<file path="config.mk">
export PLATFORM = sky130hd
export DESIGN_NAME = rgb_two_centroid_distance_top
export DESIGN_NICKNAME = d
export VERILOG_FILES = /design/src/sv/rtcd_pkg.sv /design/src/sv/rgb_two_centroid_distance_top.sv /design/src/sv/rtcd_sumsq.sv /design/src/sv/rtcd_isqrt.sv
export SDC_FILE = /design/constraint.sdc
export NUM_CORES = 2
export LEC_CHECK = 0
export ABC_CLOCK_PERIOD_IN_PS = 68900
export BUFFER_PORTS_ARGS = -buffer_cell sky130_fd_sc_hd__buf_4
export CAP_MARGIN = 20
export CORE_ASPECT_RATIO = 0.7
export CORE_MARGIN = 2
export CORE_UTILIZATION = 65
export CTS_CLUSTER_DIAMETER = 40
export DETAILED_ROUTE_END_ITERATION = 6
export PLACE_DENSITY = 0.82
export SYNTH_ARGS = -nofsm -noshare
export SYNTH_HDL_FRONTEND = slang
export SYNTH_HIERARCHICAL = 1
export SYNTH_SLANG_ARGS = --single-unit
</file>
<file path="constraint.sdc">
create_clock -name clk -period 68.9 [get_ports clk]
set_input_delay 6.89 -clock clk [delete_from_list [all_inputs] [get_ports clk]]
set_output_delay 6.89 -clock clk [all_outputs]
set_load 0.005 [all_outputs]
</file>
<file path="src/sv/rtcd_pkg.sv">
// rtcd_pkg: shared types and constants for the two-centroid rgb distance block
// no dependencies; used by rtcd_sumsq and rgb_two_centroid_distance_top
`default_nettype none

package rtcd_pkg;

    // channel width of pixels and centroids
    localparam int CH_W = 8;

    // sum of three squared 8-bit differences, 3 * 255^2 = 195075 fits in 18 bits
    localparam int SUM_W = 18;

    // output distance width and its saturation value
    localparam int OUT_W = 17;
    localparam logic [OUT_W-1:0] OUT_MAX = {OUT_W{1'b1}};

    // configuration register indexes
    localparam int REG_IDX_W = 3;

    typedef enum logic [REG_IDX_W-1:0] {
        REG_FIRST_RED    = 3'd0,
        REG_FIRST_GREEN  = 3'd1,
        REG_FIRST_BLUE   = 3'd2,
        REG_SECOND_RED   = 3'd3,
        REG_SECOND_GREEN = 3'd4,
        REG_SECOND_BLUE  = 3'd5
    } cfg_reg_t;

    // one color: a pixel or a centroid
    typedef struct packed {
        logic [CH_W-1:0] red;
        logic [CH_W-1:0] green;
        logic [CH_W-1:0] blue;
    } rgb_t;

endpackage

`default_nettype wire

</file>
<file path="src/sv/rgb_two_centroid_distance_top.sv">
// rgb_two_centroid_distance_top: euclidean distance of an rgb pixel to two centroids
// depends on rtcd_pkg, rtcd_sumsq and rtcd_isqrt
`default_nettype none

// One pixel word in, one distance word out. For each pixel the block gives the
// distance to the first and to the second centroid as floor(sqrt(sum * 4^FRAC_BITS)),
// an unsigned 17-bit value with FRAC_BITS fractional bits, saturated at 131071.
// The last-pixel marker rides along unchanged. The block takes a new pixel in every
// cycle; the whole datapath is one pipeline that only holds when a finished word
// waits at the output with out_stall high. From input to output register a pixel
// passes the difference, square and sum stages, one square root stage per root
// bit, and the output register. Centroid registers are written through wr_en /
// wr_index / wr_data; the user must write them only while no pixel is in flight,
// as the block itself does not enforce it; writes to an index past the six
// registers are dropped.

module rgb_two_centroid_distance_top
#(
    parameter int FRAC_BITS = 8
)
(
    input  wire logic                          clk,
    input  wire logic                          rst_n,

    // configuration write port
    input  wire logic                          wr_en,
    input  wire logic [rtcd_pkg::REG_IDX_W-1:0] wr_index,
    input  wire logic [rtcd_pkg::CH_W-1:0]     wr_data,

    // pixel input channel
    input  wire logic                          in_valid,
    output logic                               in_stall,
    input  wire logic [rtcd_pkg::CH_W-1:0]     red,
    input  wire logic [rtcd_pkg::CH_W-1:0]     green,
    input  wire logic [rtcd_pkg::CH_W-1:0]     blue,
    input  wire logic                          final_pixel,

    // distance output channel
    output logic                               out_valid,
    input  wire logic                          out_stall,
    output logic [rtcd_pkg::OUT_W-1:0]         dist_first,
    output logic [rtcd_pkg::OUT_W-1:0]         dist_second,
    output logic                               final_out
);

    localparam int SUM_W  = rtcd_pkg::SUM_W;
    localparam int OUT_W  = rtcd_pkg::OUT_W;
    localparam int RAD_W  = SUM_W + 2 * FRAC_BITS;
    localparam int ROOT_W = RAD_W / 2;
    localparam int EXT_W  = (ROOT_W > OUT_W) ? ROOT_W : OUT_W;

    // centroid registers
    rtcd_pkg::rgb_t first_reg, first_next;
    rtcd_pkg::rgb_t second_reg, second_next;

    // pipeline advance: everything moves unless a word is stuck at the output
    logic en;

    rtcd_pkg::rgb_t pixel;

    logic               ss_valid, ss_final;
    logic [SUM_W-1:0]   ss_sum_a, ss_sum_b;
    logic [RAD_W-1:0]   rad_a, rad_b;

    logic               sq_valid, sq_final;
    logic [ROOT_W-1:0]  sq_root_a, sq_root_b;
    logic [EXT_W-1:0]   ext_a, ext_b;

    // output register
    logic               out_valid_reg;
    logic [OUT_W-1:0]   dist_first_reg, dist_first_next;
    logic [OUT_W-1:0]   dist_second_reg, dist_second_next;
    logic               final_reg;

    // config decode, out-of-range index writes nothing
    always_comb
    begin
        first_next  = first_reg;
        second_next = second_reg;
        if (wr_en)
        begin
            unique case (wr_index)
                rtcd_pkg::REG_FIRST_RED:    first_next.red    = wr_data;
                rtcd_pkg::REG_FIRST_GREEN:  first_next.green  = wr_data;
                rtcd_pkg::REG_FIRST_BLUE:   first_next.blue   = wr_data;
                rtcd_pkg::REG_SECOND_RED:   second_next.red   = wr_data;
                rtcd_pkg::REG_SECOND_GREEN: second_next.green = wr_data;
                rtcd_pkg::REG_SECOND_BLUE:  second_next.blue  = wr_data;
                default:
                begin
                    first_next  = first_reg;
                    second_next = second_reg;
                end
            endcase
        end
    end

    always_ff @(posedge clk or negedge rst_n)
    begin
        if (!rst_n)
        begin
            first_reg  <= '0;
            second_reg <= '0;
        end
        else
        begin
            first_reg  <= first_next;
            second_reg <= second_next;
        end
    end

    assign en       = !out_valid_reg || !out_stall;
    assign in_stall = !en;

    assign pixel.red   = red;
    assign pixel.green = green;
    assign pixel.blue  = blue;

    // differences, squares and sums
    rtcd_sumsq u_sumsq
    (
        .clk       (clk),
        .rst_n     (rst_n),
        .en        (en),
        .in_valid  (in_valid),
        .in_final  (final_pixel),
        .pixel     (pixel),
        .cent_a    (first_reg),
        .cent_b    (second_reg),
        .out_valid (ss_valid),
        .out_final (ss_final),
        .sum_a     (ss_sum_a),
        .sum_b     (ss_sum_b)
    );

    // scale by 4^FRAC_BITS so the root carries FRAC_BITS fraction bits
    assign rad_a = RAD_W'(RAD_W'(ss_sum_a) << (2 * FRAC_BITS));
    assign rad_b = RAD_W'(RAD_W'(ss_sum_b) << (2 * FRAC_BITS));

    rtcd_isqrt #(
        .ROOT_W (ROOT_W)
    ) u_isqrt
    (
        .clk       (clk),
        .rst_n     (rst_n),
        .en        (en),
        .in_valid  (ss_valid),
        .in_final  (ss_final),
        .rad_a     (rad_a),
        .rad_b     (rad_b),
        .out_valid (sq_valid),
        .out_final (sq_final),
        .root_a    (sq_root_a),
        .root_b    (sq_root_b)
    );

    // saturate to the output width (only bites for large FRAC_BITS)
    always_comb
    begin
        ext_a = EXT_W'(sq_root_a);
        ext_b = EXT_W'(sq_root_b);
        dist_first_next  = (ext_a > EXT_W'(rtcd_pkg::OUT_MAX)) ? rtcd_pkg::OUT_MAX
                                                                : ext_a[OUT_W-1:0];
        dist_second_next = (ext_b > EXT_W'(rtcd_pkg::OUT_MAX)) ? rtcd_pkg::OUT_MAX
                                                                : ext_b[OUT_W-1:0];
    end

    always_ff @(posedge clk or negedge rst_n)
    begin
        if (!rst_n)
        begin
            out_valid_reg <= 1'b0;
        end
        else if (en)
        begin
            out_valid_reg <= sq_valid;
        end
    end

    always_ff @(posedge clk)
    begin
        if (en)
        begin
            dist_first_reg  <= dist_first_next;
            dist_second_reg <= dist_second_next;
            final_reg       <= sq_final;
        end
    end

    assign out_valid   = out_valid_reg;
    assign dist_first  = dist_first_reg;
    assign dist_second = dist_second_reg;
    assign final_out   = final_reg;

    // a frozen pipeline keeps the word leaving the square root unit
    a_freeze_holds_root: assert property (@(posedge clk) disable iff (!rst_n)
        !en |=> ($stable(sq_valid) && $stable(sq_root_a) && $stable(sq_root_b)))
        else $error("square root stage moved while pipeline held");

    // an output word only appears when the square root unit had one ready
    a_out_from_pipe: assert property (@(posedge clk) disable iff (!rst_n)
        $rose(out_valid) |-> $past(sq_valid))
        else $error("output word appeared without a source word");

    // input is held back only while a finished word waits at the output
    a_stall_cause: assert property (@(posedge clk) disable iff (!rst_n)
        in_stall |-> (out_valid && out_stall))
        else $error("input stalled with no waiting output word");

endmodule

`default_nettype wire

</file>
<file path="src/sv/rtcd_sumsq.sv">
// rtcd_sumsq: three-stage squared distance of a pixel to two centroids
// depends on rtcd_pkg (rgb_t, CH_W, SUM_W)
`default_nettype none

module rtcd_sumsq
(
    input  wire logic                      clk,
    input  wire logic                      rst_n,
    input  wire logic                      en,
    input  wire logic                      in_valid,
    input  wire logic                      in_final,
    input  wire rtcd_pkg::rgb_t            pixel,
    input  wire rtcd_pkg::rgb_t            cent_a,
    input  wire rtcd_pkg::rgb_t            cent_b,
    output logic                           out_valid,
    output logic                           out_final,
    output logic [rtcd_pkg::SUM_W-1:0]     sum_a,
    output logic [rtcd_pkg::SUM_W-1:0]     sum_b
);

    localparam int CH_W  = rtcd_pkg::CH_W;
    localparam int SQ_W  = 2 * CH_W;
    localparam int SUM_W = rtcd_pkg::SUM_W;

    logic [2:0][CH_W-1:0] pix_ch;
    logic [1:0][2:0][CH_W-1:0] cent_ch;

    // stage 1: absolute channel differences
    logic [1:0][2:0][CH_W-1:0] diff_next, diff_reg;
    // stage 2: squares
    logic [1:0][2:0][SQ_W-1:0] sq_next, sq_reg;
    // stage 3: sums
    logic [1:0][SUM_W-1:0]     sum_next, sum_reg;

    logic v1_reg, v2_reg, v3_reg;
    logic f1_reg, f2_reg, f3_reg;

    assign pix_ch     = pixel;
    assign cent_ch[0] = cent_a;
    assign cent_ch[1] = cent_b;

    always_comb
    begin
        for (int c = 0; c < 2; c++)
        begin
            for (int i = 0; i < 3; i++)
            begin
                diff_next[c][i] = (pix_ch[i] >= cent_ch[c][i]) ? (pix_ch[i] - cent_ch[c][i])
                                                               : (cent_ch[c][i] - pix_ch[i]);
                sq_next[c][i]   = SQ_W'(diff_reg[c][i]) * SQ_W'(diff_reg[c][i]);
            end
            sum_next[c] = SUM_W'(sq_reg[c][0]) + SUM_W'(sq_reg[c][1]) + SUM_W'(sq_reg[c][2]);
        end
    end

    always_ff @(posedge clk or negedge rst_n)
    begin
        if (!rst_n)
        begin
            v1_reg <= 1'b0;
            v2_reg <= 1'b0;
            v3_reg <= 1'b0;
        end
        else if (en)
        begin
            v1_reg <= in_valid;
            v2_reg <= v1_reg;
            v3_reg <= v2_reg;
        end
    end

    always_ff @(posedge clk)
    begin
        if (en)
        begin
            diff_reg <= diff_next;
            sq_reg   <= sq_next;
            sum_reg  <= sum_next;
            f1_reg   <= in_final;
            f2_reg   <= f1_reg;
            f3_reg   <= f2_reg;
        end
    end

    assign out_valid = v3_reg;
    assign out_final = f3_reg;
    assign sum_a     = sum_reg[0];
    assign sum_b     = sum_reg[1];

endmodule

`default_nettype wire

</file>
<file path="src/sv/rtcd_isqrt.sv">
// rtcd_isqrt: two-lane pipelined integer square root, one root bit per stage
// no package dependency; width set by ROOT_W
`default_nettype none

module rtcd_isqrt
#(
    parameter int ROOT_W = 17
)
(
    input  wire logic                  clk,
    input  wire logic                  rst_n,
    input  wire logic                  en,
    input  wire logic                  in_valid,
    input  wire logic                  in_final,
    input  wire logic [2*ROOT_W-1:0]   rad_a,
    input  wire logic [2*ROOT_W-1:0]   rad_b,
    output logic                       out_valid,
    output logic                       out_final,
    output logic [ROOT_W-1:0]          root_a,
    output logic [ROOT_W-1:0]          root_b
);

    localparam int RAD_W = 2 * ROOT_W;
    localparam int REM_W = ROOT_W + 2;

    logic [1:0][RAD_W-1:0]  rad_reg  [0:ROOT_W-1];
    logic [1:0][REM_W-1:0]  rem_reg  [0:ROOT_W-1];
    logic [1:0][ROOT_W-1:0] root_reg [0:ROOT_W-1];
    logic                   vld_reg  [0:ROOT_W-1];
    logic                   fin_reg  [0:ROOT_W-1];

    genvar k;
    generate
        for (k = 0; k < ROOT_W; k++)
        begin : g_stage
            logic [1:0][RAD_W-1:0]  rad_in;
            logic [1:0][REM_W-1:0]  rem_in;
            logic [1:0][ROOT_W-1:0] root_in;
            logic                   vld_in;
            logic                   fin_in;
            logic [1:0][REM_W-1:0]  rem_sh;
            logic [1:0][REM_W-1:0]  trial;
            logic [1:0][RAD_W-1:0]  rad_next;
            logic [1:0][REM_W-1:0]  rem_next;
            logic [1:0][ROOT_W-1:0] root_next;

            if (k == 0)
            begin : g_first
                assign rad_in[0] = rad_a;
                assign rad_in[1] = rad_b;
                assign rem_in    = '0;
                assign root_in   = '0;
                assign vld_in    = in_valid;
                assign fin_in    = in_final;
            end
            else
            begin : g_next
                assign rad_in  = rad_reg[k-1];
                assign rem_in  = rem_reg[k-1];
                assign root_in = root_reg[k-1];
                assign vld_in  = vld_reg[k-1];
                assign fin_in  = fin_reg[k-1];
            end

            // bring down two radicand bits, try root*4+1
            always_comb
            begin
                for (int l = 0; l < 2; l++)
                begin
                    rem_sh[l]   = {rem_in[l][REM_W-3:0], rad_in[l][RAD_W-1 -: 2]};
                    trial[l]    = {root_in[l], 2'b01};
                    rad_next[l] = rad_in[l] << 2;
                    if (rem_sh[l] >= trial[l])
                    begin
                        rem_next[l]  = rem_sh[l] - trial[l];
                        root_next[l] = {root_in[l][ROOT_W-2:0], 1'b1};
                    end
                    else
                    begin
                        rem_next[l]  = rem_sh[l];
                        root_next[l] = {root_in[l][ROOT_W-2:0], 1'b0};
                    end
                end
            end

            always_ff @(posedge clk or negedge rst_n)
            begin
                if (!rst_n)
                begin
                    vld_reg[k] <= 1'b0;
                end
                else if (en)
                begin
                    vld_reg[k] <= vld_in;
                end
            end

            always_ff @(posedge clk)
            begin
                if (en)
                begin
                    rad_reg[k]  <= rad_next;
                    rem_reg[k]  <= rem_next;
                    root_reg[k] <= root_next;
                    fin_reg[k]  <= fin_in;
                end
            end
        end
    endgenerate

    assign out_valid = vld_reg[ROOT_W-1];
    assign out_final = fin_reg[ROOT_W-1];
    assign root_a    = root_reg[ROOT_W-1][0];
    assign root_b    = root_reg[ROOT_W-1][1];

endmodule

`default_nettype wire
</file>
==> summary.md <==
| Metric | Value |
|---|---|
| Outcome | `finished with violations` |
| Failing checks | `DRC` |
| Data arrival time of the worst path | `7850 ps` |
| Post-CTS setup buffer count | `0` |
| Yosys cell types | `101` |
| Multi-input gate area in the final layout | `about 35000 um2` |
| Fin. max-slew vios | `0` |
| Type of the worst min-delay path | `flop to flop` |
| Clock sinks | `between 1500 and 2000` |
| Max reg flops | `544` |
| Most frequent cells in the layout | `edfxtp_1 (1587), inv_1 (795), ha_1 (628)` |
| Crit path time final | `roughly 15000 ps` |
| Fin. Hold Viols | `0` |
| Post-synth EDFFs | `about 1600` |
| Number of core rows | `between 100 and 150` |
| Die H | `~310 um` |
| Yosys warning total | `6` |
| Ports | `78` |
| Initial core utilization | `between 60 and 70%` |
| Max clock buf depth | `3` |
| Design Area, Final | `about 96000 um2` |
| Sequential area share after synthesis | `a little under three fifths` |
| Final period util | `between 20% and 30%` |
| Fill cell count | `~8600` |
| PortBufs | `77` |
| Commonest non-fill, non-tap cell in the layout | `edfxtp_1` |
| Initial detailed-routing violation count | `~4200` |
| First-pass GRT wire length | `between 200000 and 300000 um` |
| Die Wd | `442 um` |
| Hold slack | `slightly below 400 ps` |
| Die ar. | `around 140000 um2` |
| Total CTS buffers | `171` |
| # H-tree levels | `4` |
| Placed cell area | `around 90000 um2` |
| Final #Nets | `just under 8000` |
| Antenna violations before repair | `9` |
| CP startpoint kind | `input pin` |
| Gr usage total | `approximately a quarter` |
| CP Capture Type | `primary output` |
| #FFs+latches synth | `between 1500 and 2000` |
| Clock transition at path regs | `~70 ps` |
| Pre-antenna DRT Iters | `7` |
| Clock skew | `38.6 ps` |
| Root buffer cell | `clkbuf_16` |
| Setup TNS | `0 ps` |
| Pre-CTS setup slack | `between 50000 and 60000 ps` |
| Gates resized, CTS repair | `0` |
| Storage cell area | `between 40000 and 50000 um2` |
| CP Class | `input pin to primary output` |
| Final global-route overflow total | `0` |
| Core footprint | `~130000 um2` |
| Synth top area share | `54.5%` |
| Largest net degree at the start of global routing | `201` |
| Wirelength per Cell | `between 15 and 20 um` |
| Crit path max fanout | `29` |
| Vias per cell | `5.83` |
| Skew-Pair Late Insertion Delay | `just over 800 ps` |
| Mapped Cells | `between 6000 and 7000` |
| Routed wire length | `162000 um` |
| Worst EP required | `~62000 ps` |
| Final setup margin | `around 54000 ps` |
| Fmax | `0.0679 GHz` |
| Area Growth Syn to Fin | `9.66%` |
| Inserted Diodes | `0` |
| RSZ-0062 raised after global routing | `false` |
| Slew headroom | `between 20% and 30%` |
| Vias in the first global route | `about 53000` |
| Placer Congestion | `around 0.91` |
| DRT antenna net count | `0` |
| Final setup violating endpoints | `0` |
| Share of cells above drive strength 1 | `8.59%` |
| Hold Buf Count CTS | `0` |
| Slew @ Worst Pin | `~1100 ps` |
| Max-cap violations | `0` |
| Post-Syn Area per Cell | `between 10 and 15 um2` |
| DRC | `6` |
| CTS tree | `built` |
| Cell accounting for the most synthesized area | `edfxtp_1` |
| Most used DFF post-synth | `edfxtp_1` |
| DPL Wire Length | `~110000 um` |
| Ys async rst share | `approximately 4.2%` |
| Via Count | `between 50000 and 60000` |
| Main area contributors after synthesis | `edfxtp_1 (55%), ha_1 (9.0%), fa_1 (4.4%), inv_1 (3.4%), xnor2_1 (2.7%)` |
| Synth Cell Area | `roughly 90000 um2` |
[metal layers]
| layer | GRT usage [%] | share of wire, % |
|---|---|---|
| met3 | 3.91 | 5.2 |
| met4 | 7.22 | 2.4 |
| met1 | 33.1 | 45 |
| met2 | 38.5 | 47 |
| met5 | 0 | 0.054 |
[stage by stage]
step                      cells  utilization (%)
after floorplan            6933                -
after global placement     8666             67.5
after detailed placement   8667             67.5
after CTS                  8980             71.8
after global routing       8986             71.8
final                      8986             71.8
[layout make-up]
cell class                      instances  area share, %
Clock buffer                          190           4.55
Clock inverter                        123           1.40
Inverter                              796           3.12
Multi-Input combinational cell       4345           36.1
Sequential cell                      1656           51.5
Tap cell                             1767           2.31
Timing Repair Buffer                  109          0.956
[cell usage after synthesis, types with 84 or more instances]
cell type  count
xor2_1       224
clkbuf_1     110
mux2_2       153
edfxtp_1    1587
a21oi_1      352
nor2_1       366
nand2_1      292
nor2b_1       93
inv_1        795
nor3_1       128
xnor2_1      271
a21o_1       150
fa_1         194
o21a_1       113
ha_1         628
o21ai_0      279
nand3_1       90
nand2b_1      84
and2_1       145
[critical path, stage by stage]
cell and delay, ps:
buf_4 120, nand2_4 400, inv_1 220, buf_4 190
[path summary, 6_finish.rpt]
kind / from / end / slack, ps / cells after the start
setup / recovery: out_stall / in_stall / 54160 / 4
hold / removal: u_sumsq/sum_a[9]$_DFFE_PP_ / u_isqrt/rad_reg[0][25]$_DFFE_PP_ / 390 / 0
setup reg to reg: u_sumsq/diff_reg[25]$_DFFE_PP_ / u_sumsq/sq_reg[63]$_DFFE_PP_ / 63850 / 16
hold reg to reg: u_sumsq/sum_a[9]$_DFFE_PP_ / u_isqrt/rad_reg[0][25]$_DFFE_PP_ / 390 / 0
max in group asynchronous: rst_n / second_reg[21]$_DFFE_PN0P_ / 62130 / 1
min in group asynchronous: rst_n / out_valid$_DFFE_PN0N_ / 6200 / 1
[cells by family after synthesis]
family	after synthesis	share of synthesized area (%)
flops	1656	56.5
simple gates	1538	9.17
compound gates	1237	9.14
buf+inv	932	4.05
fa+ha+maj	822	13.4
xor+xnor	495	4.96
mux	217	2.71
other cells	3	0.0129
Power is not shown: default switching activity piles up to over one toggle a cycle in this logic, so the estimate is an artifact.
